==> config.mk <==
export PLATFORM = sky130hd
export DESIGN_NAME = sentinel_frame_deframer_top_flat
export DESIGN_NICKNAME = d
export VERILOG_FILES = /design/src/rtl/sfd_pkg.sv /design/src/rtl/sfd_stream_if.sv /design/src/rtl/sfd_in_stage.sv /design/src/rtl/sfd_frame_fsm.sv /design/src/rtl/sentinel_frame_deframer_top.sv /design/src/flat_wrapper.sv
export SDC_FILE = /design/constraint.sdc
export NUM_CORES = 1
export LEC_CHECK = 0
export ABC_AREA = 1
export BUFFER_PORTS_ARGS = -buffer_cell sky130_fd_sc_hd__buf_4
export CORE_ASPECT_RATIO = 1.25
export CORE_MARGIN = 4
export CORE_UTILIZATION = 60
export CTS_CLUSTER_SIZE = 30
export DETAILED_ROUTE_END_ITERATION = 8
export PLACE_DENSITY = 0.8
export SETUP_SLACK_MARGIN = 0.4
export SLEW_MARGIN = 15
export SYNTH_ARGS = -nofsm -noshare
export SYNTH_HDL_FRONTEND = slang
export SYNTH_SLANG_ARGS = --single-unit
==> constraint.sdc <==
create_clock -name clk -period 2.4 [get_ports clk]
set_input_delay 0.12 -clock clk [delete_from_list [all_inputs] [get_ports clk]]
set_output_delay 0.12 -clock clk [all_outputs]
set_load 0.01 [all_outputs]
==> src/rtl/sfd_pkg.sv <==
// sfd_pkg: shared types and constants for the sentinel frame deframer
// no dependencies; imported by all rtl modules

package sfd_pkg;

	// default width of the binary frame length counter
	localparam int unsigned LENGTH_BITS_DEF = 31;

	// byte codes seen on the framed stream
	localparam logic [7:0] BYTE_END       = 8'hFF;
	localparam logic [7:0] TYPE_TEXT_GOOD = 8'h00;
	localparam logic [7:0] BYTE_MORE_BIT  = 8'h80;
	localparam logic [7:0] BYTE_LOW_MASK  = 8'h7F;

	typedef struct packed {
		logic [7:0] rx_byte;
	} in_item_t;

	typedef struct packed {
		logic       data_valid;
		logic [7:0] data_byte;
		logic       message_end;
		logic       message_error;
		logic       link_closed;
	} out_item_t;

	// contents of the input register handed to the frame logic
	typedef struct packed {
		logic       valid;
		logic [7:0] rx_byte;
	} stage_t;

endpackage

==> src/rtl/sfd_stream_if.sv <==
// sfd_stream_if: valid/ready channel carrying one payload item per transfer
// payload type is set per instance; used with types from sfd_pkg

interface sfd_stream_if #(
	parameter type payload_t = logic [7:0]
) ();
	logic     valid;
	logic     ready;
	payload_t payload;

	modport source (output valid, output payload, input ready);
	modport sink (input valid, input payload, output ready);
endinterface

==> src/rtl/sfd_in_stage.sv <==
// sfd_in_stage: input register of the deframer, takes one byte per transfer
// depends on sfd_pkg

module sfd_in_stage (
	input  logic              clk,
	input  logic              arst_n,
	input  logic              in_valid,
	output logic              in_ready,
	input  sfd_pkg::in_item_t in_item,
	input  logic              advance,
	output sfd_pkg::stage_t   stage_s1
);
	import sfd_pkg::*;

	logic       valid_s1;
	logic [7:0] byte_s1;

	// register is free when empty or when its byte moves on this cycle
	assign in_ready = !valid_s1 || advance;

	always_ff @(posedge clk or negedge arst_n) begin
		if (!arst_n) begin
			valid_s1 <= 1'b0;
		end else if (in_ready) begin
			valid_s1 <= in_valid;
		end
	end

	always_ff @(posedge clk) begin
		if (in_ready && in_valid) begin
			byte_s1 <= in_item.rx_byte;
		end
	end

	assign stage_s1.valid   = valid_s1;
	assign stage_s1.rx_byte = byte_s1;

endmodule

==> src/rtl/sfd_frame_fsm.sv <==
// sfd_frame_fsm: frame phase tracking, length counting and result register
// depends on sfd_pkg

module sfd_frame_fsm #(
	parameter int unsigned LENGTH_BITS = sfd_pkg::LENGTH_BITS_DEF
) (
	input  logic               clk,
	input  logic               arst_n,
	input  sfd_pkg::stage_t    stage_s1,
	output logic               advance,
	output logic               out_valid,
	input  logic               out_ready,
	output sfd_pkg::out_item_t out_item
);
	import sfd_pkg::*;

	typedef enum logic [2:0] {
		PH_TYPE   = 3'd0,
		PH_LEN    = 3'd1,
		PH_SKIP   = 3'd2,
		PH_TEXT   = 3'd3,
		PH_CLOSED = 3'd4
	} phase_t;

	phase_t                 phase_q, phase_d;
	logic [LENGTH_BITS-1:0] len_q, len_d;
	logic                   good_q, good_d;
	logic                   out_valid_q;
	out_item_t              out_q, res;
	logic                   fire;
	logic [LENGTH_BITS-1:0] len_shift;
	logic [LENGTH_BITS-1:0] len_dec;
	logic                   len_ovf;
	logic [7:0]             b;

	assign advance = !out_valid_q || out_ready;
	assign fire    = stage_s1.valid && advance;
	assign b       = stage_s1.rx_byte;

	// overflow when any of the top seven bits is set before the shift
	assign len_ovf   = |len_q[LENGTH_BITS-1 -: 7];
	assign len_shift = {len_q[LENGTH_BITS-8:0], b[6:0]};
	assign len_dec   = len_q - {{(LENGTH_BITS-1){1'b0}}, 1'b1};

	always_comb begin
		phase_d = phase_q;
		len_d   = len_q;
		good_d  = good_q;
		res     = '0;
		unique case (phase_q)
			PH_CLOSED: begin
				res.link_closed = 1'b1;
			end
			PH_LEN: begin
				if (len_ovf) begin
					res.message_error = 1'b1;
					res.link_closed   = 1'b1;
					phase_d           = PH_CLOSED;
				end else begin
					len_d = len_shift;
					if ((b & BYTE_MORE_BIT) == '0) begin
						if (len_shift == '0) begin
							res.message_error = 1'b1;
							phase_d           = PH_TYPE;
						end else begin
							phase_d = PH_SKIP;
						end
					end
				end
			end
			PH_SKIP: begin
				len_d = len_dec;
				if (len_dec == '0) begin
					res.message_error = 1'b1;
					phase_d           = PH_TYPE;
				end
			end
			PH_TEXT: begin
				if (b == BYTE_END) begin
					res.message_end   = good_q;
					res.message_error = !good_q;
					phase_d           = PH_TYPE;
				end else if (good_q) begin
					res.data_valid = 1'b1;
					res.data_byte  = b;
				end
			end
			default: begin
				if ((b & BYTE_MORE_BIT) != '0) begin
					len_d   = '0;
					phase_d = PH_LEN;
				end else begin
					good_d  = (b == TYPE_TEXT_GOOD);
					phase_d = PH_TEXT;
				end
			end
		endcase
	end

	always_ff @(posedge clk or negedge arst_n) begin
		if (!arst_n) begin
			phase_q     <= PH_TYPE;
			len_q       <= '0;
			good_q      <= 1'b0;
			out_valid_q <= 1'b0;
			out_q       <= '0;
		end else begin
			if (advance) begin
				out_valid_q <= stage_s1.valid;
			end
			if (fire) begin
				phase_q <= phase_d;
				len_q   <= len_d;
				good_q  <= good_d;
				out_q   <= res;
			end
		end
	end

	assign out_valid = out_valid_q;
	assign out_item  = out_q;

`ifndef SYNTHESIS
	a_end_err_excl: assert property (@(posedge clk) disable iff (!arst_n)
		out_valid_q |-> !(out_q.message_end && out_q.message_error))
		else $error("message_end and message_error in one result");

	a_data_alone: assert property (@(posedge clk) disable iff (!arst_n)
		(out_valid_q && out_q.data_valid) |->
		!(out_q.message_end || out_q.message_error || out_q.link_closed))
		else $error("payload byte flagged with frame status");

	a_closed_sticky: assert property (@(posedge clk) disable iff (!arst_n)
		(phase_q == PH_CLOSED) |=> (phase_q == PH_CLOSED))
		else $error("left closed phase without reset");

	a_closed_flag: assert property (@(posedge clk) disable iff (!arst_n)
		(out_valid_q && out_q.link_closed) |-> (phase_q == PH_CLOSED))
		else $error("link_closed shown while not closed");

	a_skip_nonzero: assert property (@(posedge clk) disable iff (!arst_n)
		(phase_q == PH_SKIP) |-> (len_q != '0))
		else $error("skip phase with zero bytes left");
`endif

endmodule

==> src/rtl/sentinel_frame_deframer_top.sv <==
// sentinel_frame_deframer_top: byte-serial deframer for sentinel framed streams
// depends on sfd_pkg, sfd_stream_if, sfd_in_stage and sfd_frame_fsm

// Deframes a received byte stream from reset on. Each byte
// arriving on rx gives exactly one result on tx. A type byte with bit 7 set
// opens a binary frame: base-128 length bytes follow (bit 7 set means more),
// the payload is skipped and message_error is flagged on its last byte, or on
// the final length byte when the length is zero. If the length would exceed
// LENGTH_BITS bits, that byte flags message_error and link_closed and the
// block closes: every later byte yields link_closed only, until reset. Any
// other type byte opens a text frame ending at 0xFF; type 0x00 passes its
// payload bytes out with data_valid and ends with message_end, any other type
// ends with message_error. Type bytes yield an all-zero result.
// Rate: one byte per clock cycle sustained while tx takes every result. A
// byte passes through the input register, then the result register, on its
// way to tx. The phase and length registers update as each byte moves into
// the result register. While a result waits on tx the input register still
// takes one byte if it is empty, then rx stalls until tx takes the result.

module sentinel_frame_deframer_top #(
	parameter int unsigned LENGTH_BITS = sfd_pkg::LENGTH_BITS_DEF
) (
	input logic         clk,
	input logic         arst_n,
	sfd_stream_if.sink   rx,
	sfd_stream_if.source tx
);
	import sfd_pkg::*;

	// input register contents and the stall signal from the result side
	stage_t    stage_s1;
	logic      advance;
	in_item_t  rx_item;
	out_item_t tx_item;

	assign rx_item = rx.payload;

	// input register: byte held here while the frame logic works on it
	sfd_in_stage u_in_stage (
		.clk      (clk),
		.arst_n   (arst_n),
		.in_valid (rx.valid),
		.in_ready (rx.ready),
		.in_item  (rx_item),
		.advance  (advance),
		.stage_s1 (stage_s1)
	);

	// frame phase, length counter and result register
	sfd_frame_fsm #(
		.LENGTH_BITS (LENGTH_BITS)
	) u_frame_fsm (
		.clk       (clk),
		.arst_n    (arst_n),
		.stage_s1  (stage_s1),
		.advance   (advance),
		.out_valid (tx.valid),
		.out_ready (tx.ready),
		.out_item  (tx_item)
	);

	assign tx.payload = tx_item;

endmodule
==> src/flat_wrapper.sv <==
// flat-port wrapper written by rule: the top's interface ports become plain ports
module sentinel_frame_deframer_top_flat import sfd_pkg::*;
#(
	parameter int unsigned LENGTH_BITS = sfd_pkg::LENGTH_BITS_DEF
)
  (clk, arst_n, rx_valid, rx_payload, rx_ready, tx_valid, tx_payload, tx_ready);
  sfd_stream_if rx_i ();
  sfd_stream_if tx_i ();
  input logic clk;
  input logic arst_n;
  input wire logic [$bits(rx_i.valid)-1:0] rx_valid;
  input wire logic [$bits(rx_i.payload)-1:0] rx_payload;
  output wire logic [$bits(rx_i.ready)-1:0] rx_ready;
  output wire logic [$bits(tx_i.valid)-1:0] tx_valid;
  output wire logic [$bits(tx_i.payload)-1:0] tx_payload;
  input wire logic [$bits(tx_i.ready)-1:0] tx_ready;
  assign rx_i.valid = rx_valid;
  assign rx_i.payload = rx_payload;
  assign rx_ready = rx_i.ready;
  assign tx_valid = tx_i.valid;
  assign tx_payload = tx_i.payload;
  assign tx_i.ready = tx_ready;
  sentinel_frame_deframer_top #(.LENGTH_BITS(LENGTH_BITS)) u_core (.clk(clk), .arst_n(arst_n), .rx(rx_i), .tx(tx_i));
endmodule
-- Word-level counts from Yosys, hierarchy flattened
Index checks and enable logic that the tools add are counted.
- mux-type cells: 21
- reduce and logical (&&, ||, !) cells: 18
- equal/unequal tests: 9
- bitwise operators: 4
- $add $sub $neg: 1
- operator list (cell ; count):
    31-bit case mux with 3 select lines ; 1
    31-bit zero test ; 2
    31-bit two-way mux ; 2
    31-bit by 1-bit subtractor with 31-bit output (second input constant) ; 1
    8-bit zero test ; 2
    3-bit two-way mux ; 4
    3-bit case mux with 4 select lines ; 1
    5-bit two-way mux ; 2
    8-bit == test (second input constant) ; 1
    7-bit OR reduction ; 1
    3-bit by 2-bit == test with 1-bit output (second input constant) ; 2
    2-bit two-way mux ; 3
    6-bit two-way mux ; 1
    2-bit != test (second input constant) ; 3
    1-bit two-way mux ; 5
    5-bit AND reduction ; 1
    1-bit inverter ; 4
    4-bit AND reduction ; 1
    4-bit OR reduction ; 1
    3-bit by 1-bit == test with 1-bit output (second input constant) ; 1
    3-bit == test (second input constant) ; 1
    1-bit zero test ; 3
    3-bit != test (second input constant) ; 1
    1-bit case mux with 3 select lines ; 1
    6 further kinds ; 8
- logic and storage cells: 63
- register bits: 53
- input bits: 12
- output and inout port bits: 10

-- Logic depth before layout (Yosys ltp)
Gate-level depths: netlist (run 1).
- depth after elaboration: 5
- mapped depth: 17
- depth with buffers taken out: 17

-- Hierarchy
A second synthesis (run 1) with hierarchy kept.
- cell total of the unflattened synthesis: 529
- area total of the unflattened synthesis: 3783.6 um2
- modules (own cells, without submodules) (module ; instances ; cells each ; area each (um2) ; seq. area each (um2)):
    sfd_frame_fsm ; 1 ; 514 ; 3490.8 ; 1201.2
    sfd_in_stage ; 1 ; 15 ; 292.8 ; 265.3

-- Least setup slack after synthesis (run 1)
OpenSTA, ideal clock, no wires.
- kind: register -> register
- start: register u_core.u_frame_fsm.len_q[0]
- end: register u_core.u_frame_fsm.phase_q[1]
- data arrival time: 1928 ps
- data required time: 2283 ps
- path buffers: 1
- path slack: 355 ps
- library setup time: 117 ps
- stages on the path, launching flop included: 17
- clock period less this slack: 2045 ps
- cell sequence: dfrtp_1 inv_1 ha_1 nand2_4 nor2_4 buf_6 nand2_1 nand2_1 nand3_1 nor2_1 nand2_1 nor2_1 nand3_1 nand2_2 nand2_2 nand2_1 nand2_1
- longest elaborated chain between the ends: 5
- elaborated cells on any way between the ends: 9
- classes of those cells: add/sub (1); eq/ne (1); mux (4); reduce/logical (3)
- ends and longest elaborated chain (what ; line ; text):
    start: declaration ; sfd_frame_fsm.sv:26 ; logic [LENGTH_BITS-1:0] len_q, len_d;
    start signal: assignment ; sfd_frame_fsm.sv:113 ; len_q <= len_d;
    parallel branches: the longest is 5 deep, another holds 31-bit by 1-bit subtractor with 31-bit output ; -- ;
    end signal: assignment ; sfd_frame_fsm.sv:112 ; phase_q <= phase_d;
    end: declaration ; sfd_frame_fsm.sv:25 ; phase_t phase_q, phase_d;
Parallel ways; which one is timed is not known. The select of a mux whose other input is x is not followed.
A chain may end at the register's enable or synchronous reset.

-- Worst setup path in the final report (run 1)
- start: register u_core.u_frame_fsm.len_q[2]
- end: register u_core.u_frame_fsm.phase_q[1]
The elaborated chain is that of the path after synthesis.

==> impl_metrics.xml, run 1 <==
<?xml version="1.0" encoding="UTF-8"?>
<metrics>
  <group name="setup_path">
    <metric name="r2r_cells" unit="">14</metric>
    <metric name="endpoint_kind" unit="">flop</metric>
    <metric name="setup.worst_path.class" unit="">flop to flop</metric>
    <metric name="cp.required" unit="ns">2.61</metric>
    <metric name="startpoint_type" unit="">flop</metric>
    <metric name="worst-path-max-fanout" unit="">6</metric>
    <metric name="timing.critical_path.arrival" unit="ns">2.45</metric>
  </group>
  <group name="global_routing">
    <metric name="grt_antenna_before_repair" unit="">0</metric>
    <metric name="grt_max_degree" unit="">46</metric>
    <metric name="first_global_vias" unit="">4167</metric>
    <metric name="grtUsageTotal" unit="">0.3270</metric>
    <metric name="first_pass_grt_wire_length" unit="um">19240</metric>
    <metric name="grt_overflow_total" unit="">0</metric>
  </group>
  <group name="synth">
    <metric name="ys_seq_elements" unit="">53</metric>
    <metric name="synth.top_cells.by_count" unit="">nand2_1 (170), nor2_1 (79), inv_1 (60)</metric>
    <metric name="part_of_the_yosys_area_used_for_sequential_elements" unit="">0.3667</metric>
    <metric name="post_synth_main_area_contributors" unit="">dfrtp_1 (30%), nand2_1 (17%), nor2_1 (8.0%)</metric>
    <metric name="async_reset_ff_frac" unit="">0.8491</metric>
    <metric name="yosysMostFrequentCell" unit="">nand2_1</metric>
    <metric name="yosysTopAreaCell" unit="">dfrtp_1</metric>
    <metric name="synth-edff-count" unit="">8</metric>
    <metric name="synthDominantCellAreaShare" unit="">0.3022</metric>
    <metric name="yosysWarnings" unit="">0</metric>
    <metric name="postSynth.topFlopCell" unit="">dfrtp_1</metric>
    <metric name="instance_count_of_the_mapped_netlist" unit="">555</metric>
    <metric name="postSynthNetCount" unit="">569</metric>
    <metric name="number_of_unique_standard_cell_types_used_by_synthesis" unit="">34</metric>
    <metric name="netlist_area" unit="um2">3726</metric>
    <metric name="synthesis.area_per_instance" unit="um2">6.714</metric>
  </group>
  <group name="floorplanning">
    <metric name="die-height" unit="um">96.11</metric>
    <metric name="initial_utilization" unit="">0.6320</metric>
    <metric name="floorplan.rows" unit="">31</metric>
    <metric name="design.portCount" unit="">22</metric>
    <metric name="coreArea" unit="um2">5896</metric>
    <metric name="chipWidth" unit="um">78.49</metric>
    <metric name="fp.dieArea" unit="um2">7543</metric>
  </group>
  <group name="drt">
    <metric name="drt-total-wl" unit="um">13820</metric>
    <metric name="route.detailed.wl_per_inst" unit="um">19.32</metric>
    <metric name="drt_pass1_iterations" unit="">8</metric>
    <metric name="initialDrtViolationCount" unit="">439</metric>
    <metric name="total_via_count_in_the_routed_design" unit="">4493</metric>
    <metric name="drc" unit="">1</metric>
    <metric name="antenna_left" unit="">0</metric>
    <metric name="vias_per_cell" unit="">6.284</metric>
  </group>
  <group name="cells_and_area">
    <metric name="instances_no_fill" unit="">715</metric>
    <metric name="multi_input_area" unit="um2">2402</metric>
    <metric name="antenna-diode-count" unit="">0</metric>
    <metric name="util_after_layout" unit="">0.8470</metric>
    <metric name="fillers" unit="">356</metric>
    <metric name="post_route_cells_drive_above_1_share" unit="">0.3065</metric>
    <metric name="syn_to_final_growth" unit="%">34.02</metric>
    <metric name="seq_area" unit="um2">1388</metric>
    <metric name="final_nets" unit="">646</metric>
  </group>
  <group name="power">
    <metric name="clock_power_share" unit="">0.072</metric>
    <metric name="net-switching-power" unit="mW">4.205</metric>
    <metric name="power.sequential.fraction" unit="">0.228</metric>
    <metric name="power-per-cell-area" unit="nW/um2">1510</metric>
    <metric name="netSwitchingFraction" unit="">0.5575</metric>
    <metric name="leakage" unit="nW">2.312</metric>
    <metric name="post-layout-total-power" unit="mW">7.542</metric>
    <metric name="power.combinational.fraction" unit="">0.700</metric>
    <metric name="cell_internal_pwr" unit="mW">3.338</metric>
    <metric name="power.ir.vdd_worst" unit="uV">826.4</metric>
  </group>
  <group name="clock_tree">
    <metric name="cts_htree_levels" unit="">2</metric>
    <metric name="clk-insertion-delay-late" unit="ns">0.32</metric>
    <metric name="num_cts_buffers" unit="">5</metric>
    <metric name="cts.sinks" unit="">53</metric>
    <metric name="tritoncts" unit="">done</metric>
    <metric name="clk_transition_reported_paths" unit="ns">0.11</metric>
    <metric name="clock_tree.root_cell" unit="">clkbuf_8</metric>
    <metric name="cts-root-to-sink-buffers" unit="">2</metric>
  </group>
  <group name="sta">
    <metric name="maxSlewHeadroom" unit="">0.5872</metric>
    <metric name="totalNegativeSetupSlack" unit="ns">0</metric>
    <metric name="rsz0062_at_grt" unit="">yes</metric>
    <metric name="worst_clock_skew" unit="ns">0.01832</metric>
    <metric name="period_share" unit="">0.9310</metric>
    <metric name="max_clock_freq" unit="MHz">447.5</metric>
    <metric name="finalWorstPathRequiredPeriod" unit="ns">2.234</metric>
    <metric name="worst_slew_pin_slew" unit="ns">0.6193</metric>
    <metric name="setup-violations-final" unit="">0</metric>
    <metric name="final_max_slew_viol_count" unit="">0</metric>
    <metric name="hold_violations_final" unit="">0</metric>
  </group>
  <group name="run_status">
    <metric name="failed_checks" unit="">design-rule violations</metric>
    <metric name="result_of_the_run" unit="">complete, but fails checks</metric>
  </group>
  <group name="min_path">
    <metric name="hold_path_class" unit="">input port to flop</metric>
    <metric name="worst_hold_path.num_cells" unit="">3</metric>
  </group>
  <group name="job">
    <metric name="cap_violations" unit="">0</metric>
  </group>
  <group name="placed_design">
    <metric name="dp_hpwl" unit="um">8129</metric>
    <metric name="post-place-cells" unit="">653</metric>
    <metric name="portBuffers" unit="">21</metric>
    <metric name="gp_congestion" unit="">0.9744</metric>
  </group>
</metrics>
[layout by cell type (no fill, tap or decap), types with 3 or more instances in the layout]
cell type / count
xor2_1: 4
clkbuf_8: 5
dfrtp_2: 17
o21ai_2: 9
buf_12: 3
inv_2: 4
nor2_1: 57
inv_8: 3
nand2_2: 25
nand3_2: 5
nand3_1: 32
a22oi_1: 19
o21ai_0: 13
o21ai_1: 17
nor2_2: 14
inv_1: 57
nand2_1: 144
a21oi_1: 10
buf_4: 58
dfrtp_1: 28
dlygate4sd3_1: 9
o22ai_1: 8
nand2_4: 8
edfxtp_1: 8
nor4_1: 3
nand4_1: 18
nor3_1: 5
nor2_4: 22
[worst max-delay path: stages (launching register included)]
cell and delay [ns]:
dfrtp_2 0.48, nor2_4 0.20, nand2_4 0.12, nor2_4 0.24
nand4_1 0.13, nand2_1 0.11, inv_1 0.05, nor2_1 0.08
nand2_1 0.13, nor2_2 0.17, nand3_1 0.10, nand2_2 0.11
nand2_2 0.08, nand2_1 0.09, nand2_1 0.05
[routing by layer]
layer,up-vias,GRT usage,part of all wire
met1,2048,0.3613,0.35
met2,338,0.5907,0.48
met4,0,0.2085,0.088
li1,1980,-,-
met5,-,0,0
met3,127,0.04682,0.081
[final timing paths]
path	to	start	slack, ns
setup / recovery	u_core.u_frame_fsm.phase_q[1]	u_core.u_frame_fsm.len_q[2]	0.17
hold / removal	u_core.u_in_stage.valid_s1	rx_valid	0.03
setup reg to reg	u_core.u_frame_fsm.phase_q[1]	u_core.u_frame_fsm.len_q[2]	0.17
hold reg to reg	u_core.u_frame_fsm.out_item[1]	u_core.u_frame_fsm.out_item[1]	0.50
max in group asynchronous	u_core.u_frame_fsm.len_q[6]	arst_n	1.57
min in group asynchronous	u_core.u_frame_fsm.len_q[15]	arst_n	0.36
[power by group through the flow]
stage	sequential, mW	clock (mW)	combinational [mW]
after detailed placement	1.61	0	3.54
after CTS	1.65	0.545	4.20
after global routing	1.74	0.576	5.65
after floorplan	1.49	0	2.70
after global placement	1.60	0	3.49
final	1.72	0.544	5.28
[cells by family (layout without fill, tap and decap cells)]
logic type      Yosys count  after routing  synth area share
flops                    53             53            0.3667
xor+xnor                  4              4          0.009401
buf+inv                  75            152           0.07925
compound gates           83             83            0.1323
simple gates            338            339            0.4056
fa+ha+maj                 2              2          0.006715
[registers in the layout, summed over array words and instances (netlist names)]
register	flops
u_core.u_in_stage.byte_s1	8
u_core.u_frame_fsm.good_q	1
u_core.u_frame_fsm.phase_q	3
u_core.u_in_stage.valid_s1	1
u_core.u_frame_fsm.len_q	31
u_core.u_frame_fsm.out_item	8
u_core.u_frame_fsm.out_valid	1
[repair_timing]
action,in CTS,in global routing
gates cloned,2,8
setup endpoints to repair,27,35
gates resized for setup,55,93
hold buffers,9,0
hold endpoints to repair,53,0
buffers inserted,21,14
pin swaps,17,12
[metrics by stage]
stage | setup WS (ns) | hold WS (ns) | cell area [um2]
after floorplan | 0.4508 | -0.1756 | 3729
after global placement | 0.1220 | 0.1608 | 3986
after detailed placement | 0.07700 | 0.1684 | 3986
after CTS | 0.3230 | 0.01320 | 4524
after global routing | 0.05921 | 0.05440 | 4994
final | 0.1655 | 0.02980 | 4994
[cell type report]
| class | instances | area share |
|---|---|---|
| well taps | 82 | 0.02055 |
| clock inverters | 3 | 0.005011 |
| inverters | 62 | 0.04936 |
| repair buffers | 76 | 0.1378 |
| flip-flops and latches | 53 | 0.2779 |
| multi-input cells | 428 | 0.4811 |
| clock buffers | 5 | 0.01378 |
| repair inverters | 6 | 0.01453 |
(Power assumes the default switching activity.)
==> run 2: changes to the inputs <==
--- a/config.mk
+++ b/config.mk
@@ -17,4 +17,5 @@
 export SLEW_MARGIN = 15
 export SYNTH_ARGS = -nofsm -noshare
 export SYNTH_HDL_FRONTEND = slang
+export SYNTH_HIERARCHICAL = 1
 export SYNTH_SLANG_ARGS = --single-unit
==> run 2 against run 1 <==
Net effect:
- wire length is 9.6% lower
- highest routed layer unchanged
- largest cell class unchanged
- fmax is 2.9% lower
- power is 1.8% higher
- the flow now finishes without violations
==> impl_metrics.xml, run 2 <==
<?xml version="1.0" encoding="UTF-8"?>
<metrics>
  <group name="run_status">
    <metric name="result_of_the_run" unit="">complete, no violations</metric>
  </group>
  <group name="global_routing">
    <metric name="grt_overflow_total" unit="">0</metric>
    <metric name="first_global_vias" unit="">3947</metric>
    <metric name="grt_antenna_before_repair" unit="">0</metric>
    <metric name="grt.met2_usage" unit="">0.5714</metric>
    <metric name="grtUsageMet1" unit="">0.3663</metric>
    <metric name="grt_max_degree" unit="">46</metric>
    <metric name="grt.met3_usage" unit="">0.04442</metric>
    <metric name="grt_busiest_layer" unit="">met2</metric>
    <metric name="first_pass_grt_wire_length" unit="um">18640</metric>
    <metric name="grtUsageTotal" unit="">0.3205</metric>
  </group>
  <group name="setup_path">
    <metric name="setup.worst_path.class" unit="">flop to flop</metric>
    <metric name="endpoint_kind" unit="">flop</metric>
    <metric name="worst-r2r-setup-slack" unit="ns">0.1</metric>
    <metric name="startpoint_type" unit="">flop</metric>
    <metric name="worstPathCellList" unit="">nor2_1, nand2_1, nor2_4, nand2_2, nand2_1, nand2_1, nor2_1, nand2_1, nor3_2, nand3_1, nand2_2, nand2_2, nand2_1, nand2_1</metric>
    <metric name="critical_path.max_stage_delay" unit="ns">0.49</metric>
    <metric name="cpMaxStageDelayCell" unit="">dfrtp_2</metric>
    <metric name="most_common_cell_type_on_the_critical_path" unit="">nand2_1</metric>
    <metric name="timing.critical_path.arrival" unit="ns">2.50</metric>
    <metric name="worst-path-max-fanout" unit="">7</metric>
    <metric name="cp.required" unit="ns">2.60</metric>
  </group>
  <group name="synth">
    <metric name="synthesis.area_per_instance" unit="um2">7.066</metric>
    <metric name="instance_count_of_the_mapped_netlist" unit="">516</metric>
    <metric name="postSynthNetCount" unit="">530</metric>
    <metric name="yosysWarnings" unit="">6</metric>
    <metric name="netlist_area" unit="um2">3646</metric>
  </group>
  <group name="clock_tree">
    <metric name="num_cts_buffers" unit="">5</metric>
    <metric name="tritoncts" unit="">done</metric>
    <metric name="cts.sinks" unit="">53</metric>
    <metric name="clock_tree.root_cell" unit="">clkbuf_8</metric>
    <metric name="clk-insertion-delay-late" unit="ns">0.31</metric>
    <metric name="cts_htree_levels" unit="">2</metric>
    <metric name="cts-root-to-sink-buffers" unit="">2</metric>
    <metric name="clk_transition_reported_paths" unit="ns">0.09</metric>
  </group>
  <group name="cells_and_area">
    <metric name="final_nets" unit="">615</metric>
    <metric name="layout.cells.most_common_list" unit="">nand2_1 (130), buf_4 (72), nor2_1 (53)</metric>
    <metric name="largest_register_ffs" unit="">31</metric>
    <metric name="antenna-diode-count" unit="">0</metric>
    <metric name="mostFrequentLayoutCell" unit="">nand2_1</metric>
    <metric name="regMostFlops" unit="">u_core/u_frame_fsm/len_q</metric>
    <metric name="post_route_cells_drive_above_1_share" unit="">0.3389</metric>
    <metric name="syn_to_final_growth" unit="%">33.25</metric>
    <metric name="util_after_layout" unit="">0.8295</metric>
    <metric name="fillers" unit="">347</metric>
  </group>
  <group name="sta">
    <metric name="max_clock_freq" unit="MHz">434.6</metric>
    <metric name="final_max_slew_viol_count" unit="">0</metric>
    <metric name="worst_clock_skew" unit="ns">0.01519</metric>
    <metric name="rsz0062_at_grt" unit="">yes</metric>
    <metric name="fin_ws" unit="ns">0.09887</metric>
    <metric name="hold_violations_final" unit="">0</metric>
    <metric name="finalWorstPathRequiredPeriod" unit="ns">2.301</metric>
    <metric name="maxSlewHeadroom" unit="">0.5007</metric>
    <metric name="worst_slew_pin_slew" unit="ns">0.7490</metric>
    <metric name="totalNegativeSetupSlack" unit="ns">0</metric>
    <metric name="period_share" unit="">0.9588</metric>
    <metric name="setup-violations-final" unit="">0</metric>
  </group>
  <group name="drt">
    <metric name="initialDrtViolationCount" unit="">667</metric>
    <metric name="drc" unit="">0</metric>
    <metric name="drt-total-wl" unit="um">12500</metric>
    <metric name="drt_pass1_iterations" unit="">7</metric>
    <metric name="total_via_count_in_the_routed_design" unit="">4203</metric>
    <metric name="antenna_left" unit="">0</metric>
    <metric name="vias_per_cell" unit="">6.145</metric>
    <metric name="route.detailed.wl_per_inst" unit="um">18.27</metric>
  </group>
  <group name="floorplanning">
    <metric name="chipWidth" unit="um">77.73</metric>
    <metric name="floorplan.rows" unit="">31</metric>
    <metric name="design.portCount" unit="">22</metric>
    <metric name="die-height" unit="um">95.16</metric>
    <metric name="coreArea" unit="um2">5857</metric>
    <metric name="fp.dieArea" unit="um2">7396</metric>
    <metric name="initial_utilization" unit="">0.6225</metric>
  </group>
  <group name="placed_design">
    <metric name="dp_hpwl" unit="um">7736</metric>
    <metric name="pre_cts_ws" unit="ns">0.04588</metric>
    <metric name="gp_congestion" unit="">1.014</metric>
    <metric name="portBuffers" unit="">21</metric>
  </group>
  <group name="power">
    <metric name="post-layout-total-power" unit="mW">7.677</metric>
    <metric name="power.ir.vdd_worst" unit="uV">1131</metric>
    <metric name="leakage" unit="nW">2.237</metric>
    <metric name="power-per-cell-area" unit="nW/um2">1580</metric>
  </group>
  <group name="min_path">
    <metric name="hold_path_class" unit="">input port to flop</metric>
  </group>
  <group name="job">
    <metric name="cap_violations" unit="">0</metric>
  </group>
</metrics>
## run 2: worst paths after layout
check,start,end,depth (start not counted)
max,u_core/u_frame_fsm/len_q[13],u_core/u_frame_fsm/phase_q[1],14
min,rx_valid,u_core/u_in_stage/valid_s1,3
max reg2reg,u_core/u_frame_fsm/len_q[13],u_core/u_frame_fsm/phase_q[1],14
min reg2reg,u_core/u_frame_fsm/out_item[1],u_core/u_frame_fsm/out_item[1],2
max in group asynchronous,arst_n,u_core/u_frame_fsm/len_q[13],2
min in group asynchronous,arst_n,u_core/u_frame_fsm/len_q[26],2
## run 2: cell type report
class | instances | area [um2] | area share
tap | 82 | 102.6 | 0.02112
clock buffer | 5 | 68.82 | 0.01416
sequential | 53 | 1385 | 0.2851
inverter | 55 | 216.5 | 0.04455
clock inverter | 3 | 65.06 | 0.01339
multi-input combinational | 397 | 2291 | 0.4715
timing repair buffer | 89 | 729.5 | 0.1501
## run 2: power by group
group          internal (mW)  total [mW]  switching [mW]
combinational           2.00        5.27            3.26
sequential              1.23        1.70           0.468
clock                  0.414       0.712           0.297
total                   3.65        7.68            4.03
## run 2: metal layers
layer,vias to the layer above,part of all wire
li1,1874,-
met1,1911,0.35
met2,306,0.48
met3,112,0.087
met4,0,0.076
met5,-,0
## run 2: through the flow
step / std cells / hold WS, ns / cell area, um2
floorplan: 516 / -0.1756 / 3649
global placement: 620 / 0.1558 / 3939
detailed placement: 620 / 0.1651 / 3939
CTS: 664 / 0.001684 / 4508
global route: 684 / 0.03163 / 4858
finish: 684 / 0.01282 / 4858
## run 2: repair_timing
action | 4_1_cts | 5_1_grt
pin swaps | 23 | 46
hold endpoints to repair | 53 | 0
setup buffers | 26 | 20
hold buffers | 9 | 0
gates cloned | 1 | 0
setup endpoints to repair | 28 | 26
gates resized for setup | 42 | 69
## run 2: critical path, delay by kind of cell, from the launching register on
kind | cells | cell delay [ns]
and+or+nand+nor | 14 | 1.73
DFF | 1 | 0.49
==> run 3: changes to the inputs <==
--- a/config.mk
+++ b/config.mk
@@ -13,6 +13,7 @@
 export CTS_CLUSTER_SIZE = 30
 export DETAILED_ROUTE_END_ITERATION = 8
 export PLACE_DENSITY = 0.8
+export RECOVER_POWER = 50
 export SETUP_SLACK_MARGIN = 0.4
 export SLEW_MARGIN = 15
 export SYNTH_ARGS = -nofsm -noshare
==> run 3 against run 2 <==
Net effect:
- utilization is 0.30 points lower
- fmax increased by 2.1%
- sequential power about the same
- largest cell class unchanged
==> impl_metrics.xml, run 3 (synthesis results as in run 2) <==
<?xml version="1.0" encoding="UTF-8"?>
<metrics>
  <group name="floorplanning">
    <metric name="fp.dieArea" unit="um2">7396</metric>
    <metric name="chipWidth" unit="um">77.73</metric>
    <metric name="design.portCount" unit="">22</metric>
    <metric name="die-height" unit="um">95.16</metric>
    <metric name="floorplan.rows" unit="">31</metric>
    <metric name="coreArea" unit="um2">5857</metric>
    <metric name="initial_utilization" unit="">0.6225</metric>
  </group>
  <group name="sta">
    <metric name="maxSlewHeadroom" unit="">0.2196</metric>
    <metric name="totalNegativeSetupSlack" unit="ns">0</metric>
    <metric name="rsz0062_at_grt" unit="">yes</metric>
    <metric name="period_share" unit="">0.9387</metric>
    <metric name="worst_slew_pin_slew" unit="ns">1.171</metric>
    <metric name="max_clock_freq" unit="MHz">443.9</metric>
    <metric name="hold_violations_final" unit="">0</metric>
    <metric name="worst_clock_skew" unit="ns">0.01246</metric>
    <metric name="setup-violations-final" unit="">0</metric>
    <metric name="final_max_slew_viol_count" unit="">0</metric>
    <metric name="finalWorstPathRequiredPeriod" unit="ns">2.253</metric>
  </group>
  <group name="global_routing">
    <metric name="grt_overflow_total" unit="">0</metric>
    <metric name="first_pass_grt_wire_length" unit="um">18640</metric>
    <metric name="grtUsageTotal" unit="">0.3205</metric>
    <metric name="grt_antenna_before_repair" unit="">0</metric>
    <metric name="grt_max_degree" unit="">46</metric>
    <metric name="first_global_vias" unit="">3947</metric>
  </group>
  <group name="setup_path">
    <metric name="path_buf_inv" unit="">0</metric>
    <metric name="startpoint_type" unit="">flop</metric>
    <metric name="cp_top_family" unit="">simple AND/OR/NAND/NOR gates</metric>
    <metric name="cp.required" unit="ns">2.60</metric>
    <metric name="critical_path.max_stage_delay" unit="ns">0.47</metric>
    <metric name="timing.critical_path.arrival" unit="ns">2.45</metric>
    <metric name="worstPathCellList" unit="">nor2_4, nand2_2, nor2_4, nand2_2, nand2_1, nand2_1, nor2_1, nand2_1, nor3_2, nand3_1, nand2_2, nand2_2, nand2_1, nand2_1</metric>
    <metric name="most_common_cell_type_on_the_critical_path" unit="">nand2_1</metric>
    <metric name="setup.worst_path.class" unit="">flop to flop</metric>
    <metric name="worst-path-max-fanout" unit="">7</metric>
    <metric name="endpoint_kind" unit="">flop</metric>
    <metric name="cpMaxStageDelayCell" unit="">dfrtp_2</metric>
  </group>
  <group name="placed_design">
    <metric name="detailed_place.area" unit="um2">3939</metric>
    <metric name="gp_congestion" unit="">1.014</metric>
    <metric name="dp_hpwl" unit="um">7736</metric>
    <metric name="portBuffers" unit="">21</metric>
  </group>
  <group name="cells_and_area">
    <metric name="layout.cells.most_common_list" unit="">nand2_1 (130), buf_4 (59), nor2_1 (53)</metric>
    <metric name="syn_to_final_growth" unit="%">32.77</metric>
    <metric name="largest_register_ffs" unit="">31</metric>
    <metric name="fillers" unit="">354</metric>
    <metric name="final_nets" unit="">615</metric>
    <metric name="mostFrequentLayoutCell" unit="">nand2_1</metric>
    <metric name="regMostFlops" unit="">u_core/u_frame_fsm/len_q</metric>
    <metric name="post_route_cells_drive_above_1_share" unit="">0.3322</metric>
    <metric name="antenna-diode-count" unit="">0</metric>
    <metric name="postLayoutCellArea" unit="um2">4841</metric>
  </group>
  <group name="clock_tree">
    <metric name="tritoncts" unit="">done</metric>
    <metric name="clk_transition_reported_paths" unit="ns">0.10</metric>
    <metric name="cts.sinks" unit="">53</metric>
    <metric name="clk-insertion-delay-late" unit="ns">0.31</metric>
    <metric name="cts_htree_levels" unit="">2</metric>
    <metric name="cts-root-to-sink-buffers" unit="">2</metric>
    <metric name="num_cts_buffers" unit="">5</metric>
    <metric name="clock_tree.root_cell" unit="">clkbuf_8</metric>
  </group>
  <group name="power">
    <metric name="leakage" unit="nW">2.220</metric>
    <metric name="post-layout-total-power" unit="mW">7.648</metric>
    <metric name="power-per-cell-area" unit="nW/um2">1580</metric>
    <metric name="power.ir.vdd_worst" unit="uV">1129</metric>
  </group>
  <group name="drt">
    <metric name="vias_per_cell" unit="">6.118</metric>
    <metric name="antenna_left" unit="">0</metric>
    <metric name="drt-total-wl" unit="um">12380</metric>
    <metric name="routed-wl-met2" unit="um">5991</metric>
    <metric name="route.met3.wl" unit="um">1031</metric>
    <metric name="highest-signal-layer" unit="">met4</metric>
    <metric name="drc" unit="">0</metric>
    <metric name="drt_pass1_iterations" unit="">7</metric>
    <metric name="total_via_count_in_the_routed_design" unit="">4185</metric>
    <metric name="initialDrtViolationCount" unit="">634</metric>
    <metric name="met1_length" unit="um">4367</metric>
    <metric name="route.detailed.wl_per_inst" unit="um">18.10</metric>
  </group>
  <group name="run_status">
    <metric name="result_of_the_run" unit="">complete, no violations</metric>
  </group>
  <group name="min_path">
    <metric name="hold_path_class" unit="">input port to flop</metric>
  </group>
  <group name="job">
    <metric name="cap_violations" unit="">0</metric>
  </group>
</metrics>
-- run 3: cell type report --
cell class / instances / area, um2 / area share
Sequential cell: 53 / 1385 / 0.2861
Clock inverter: 3 / 65.06 / 0.01344
Timing Repair Buffer: 89 / 711.9 / 0.1471
Inverter: 55 / 216.5 / 0.04471
Tap cell: 82 / 102.6 / 0.02119
Multi-Input combinational cell: 397 / 2291 / 0.4732
Clock buffer: 5 / 68.82 / 0.01422
-- run 3: worst paths after layout --
kind | from | endpoint | slack [ns] | depth (start not counted)
max in group asynchronous | arst_n | u_core/u_frame_fsm/len_q[15] | 1.03 | 2
max reg2reg | u_core/u_frame_fsm/len_q[8] | u_core/u_frame_fsm/phase_q[1] | 0.15 | 14
min | rx_valid | u_core/u_in_stage/valid_s1 | 0.01 | 3
min reg2reg | u_core/u_frame_fsm/out_item[1] | u_core/u_frame_fsm/out_item[1] | 0.48 | 2
min in group asynchronous | arst_n | u_core/u_frame_fsm/len_q[26] | 0.57 | 2
max | u_core/u_frame_fsm/len_q[8] | u_core/u_frame_fsm/phase_q[1] | 0.15 | 14
-- run 3: through the flow --
step,setup WS [ns],hold WS [ns],std cells,utilization
CTS,0.3295,0.001684,664,0.7697
global placement,0.1141,0.1558,620,0.6725
detailed placement,0.04588,0.1651,620,0.6725
finish,0.1472,0.01337,684,0.8265
floorplan,0.4154,-0.1756,516,-
global route,0.04601,0.03163,684,0.8265
-- run 3: routing by layer --
| layer | up-vias | track usage |
|---|---|---|
| met3 | 107 | 0.04442 |
| met2 | 302 | 0.5714 |
| met5 | - | 0 |
| li1 | 1873 | - |
| met1 | 1903 | 0.3663 |
| met4 | 0 | 0.1869 |
-- run 3: repair_timing --
action	in CTS	in global routing
pin swaps	23	46
buffers inserted	26	20
setup endpoints to repair	28	26
hold buffers	9	0
gates resized for setup	42	69
hold endpoints to repair	53	0
cloned	1	0
-- run 3: where the power goes --
| group | internal, mW | total (mW) | leakage, nW | switching (mW) |
|---|---|---|---|---|
| logic | 1.99 | 5.24 | 1.52 | 3.25 |
| registers | 1.23 | 1.69 | 0.629 | 0.466 |
| clock network | 0.414 | 0.711 | 0.0681 | 0.297 |
-- run 3: worst register-to-register path, cell delays in order, from the launching register on --
cell and delay, ns:
dfrtp_2 0.47, nor2_4 0.21, nand2_2 0.11, nor2_4 0.25
nand2_2 0.11, nand2_1 0.10, nand2_1 0.06, nor2_1 0.12
nand2_1 0.09, nor3_2 0.21, nand3_1 0.12, nand2_2 0.11
nand2_2 0.07, nand2_1 0.06, nand2_1 0.05
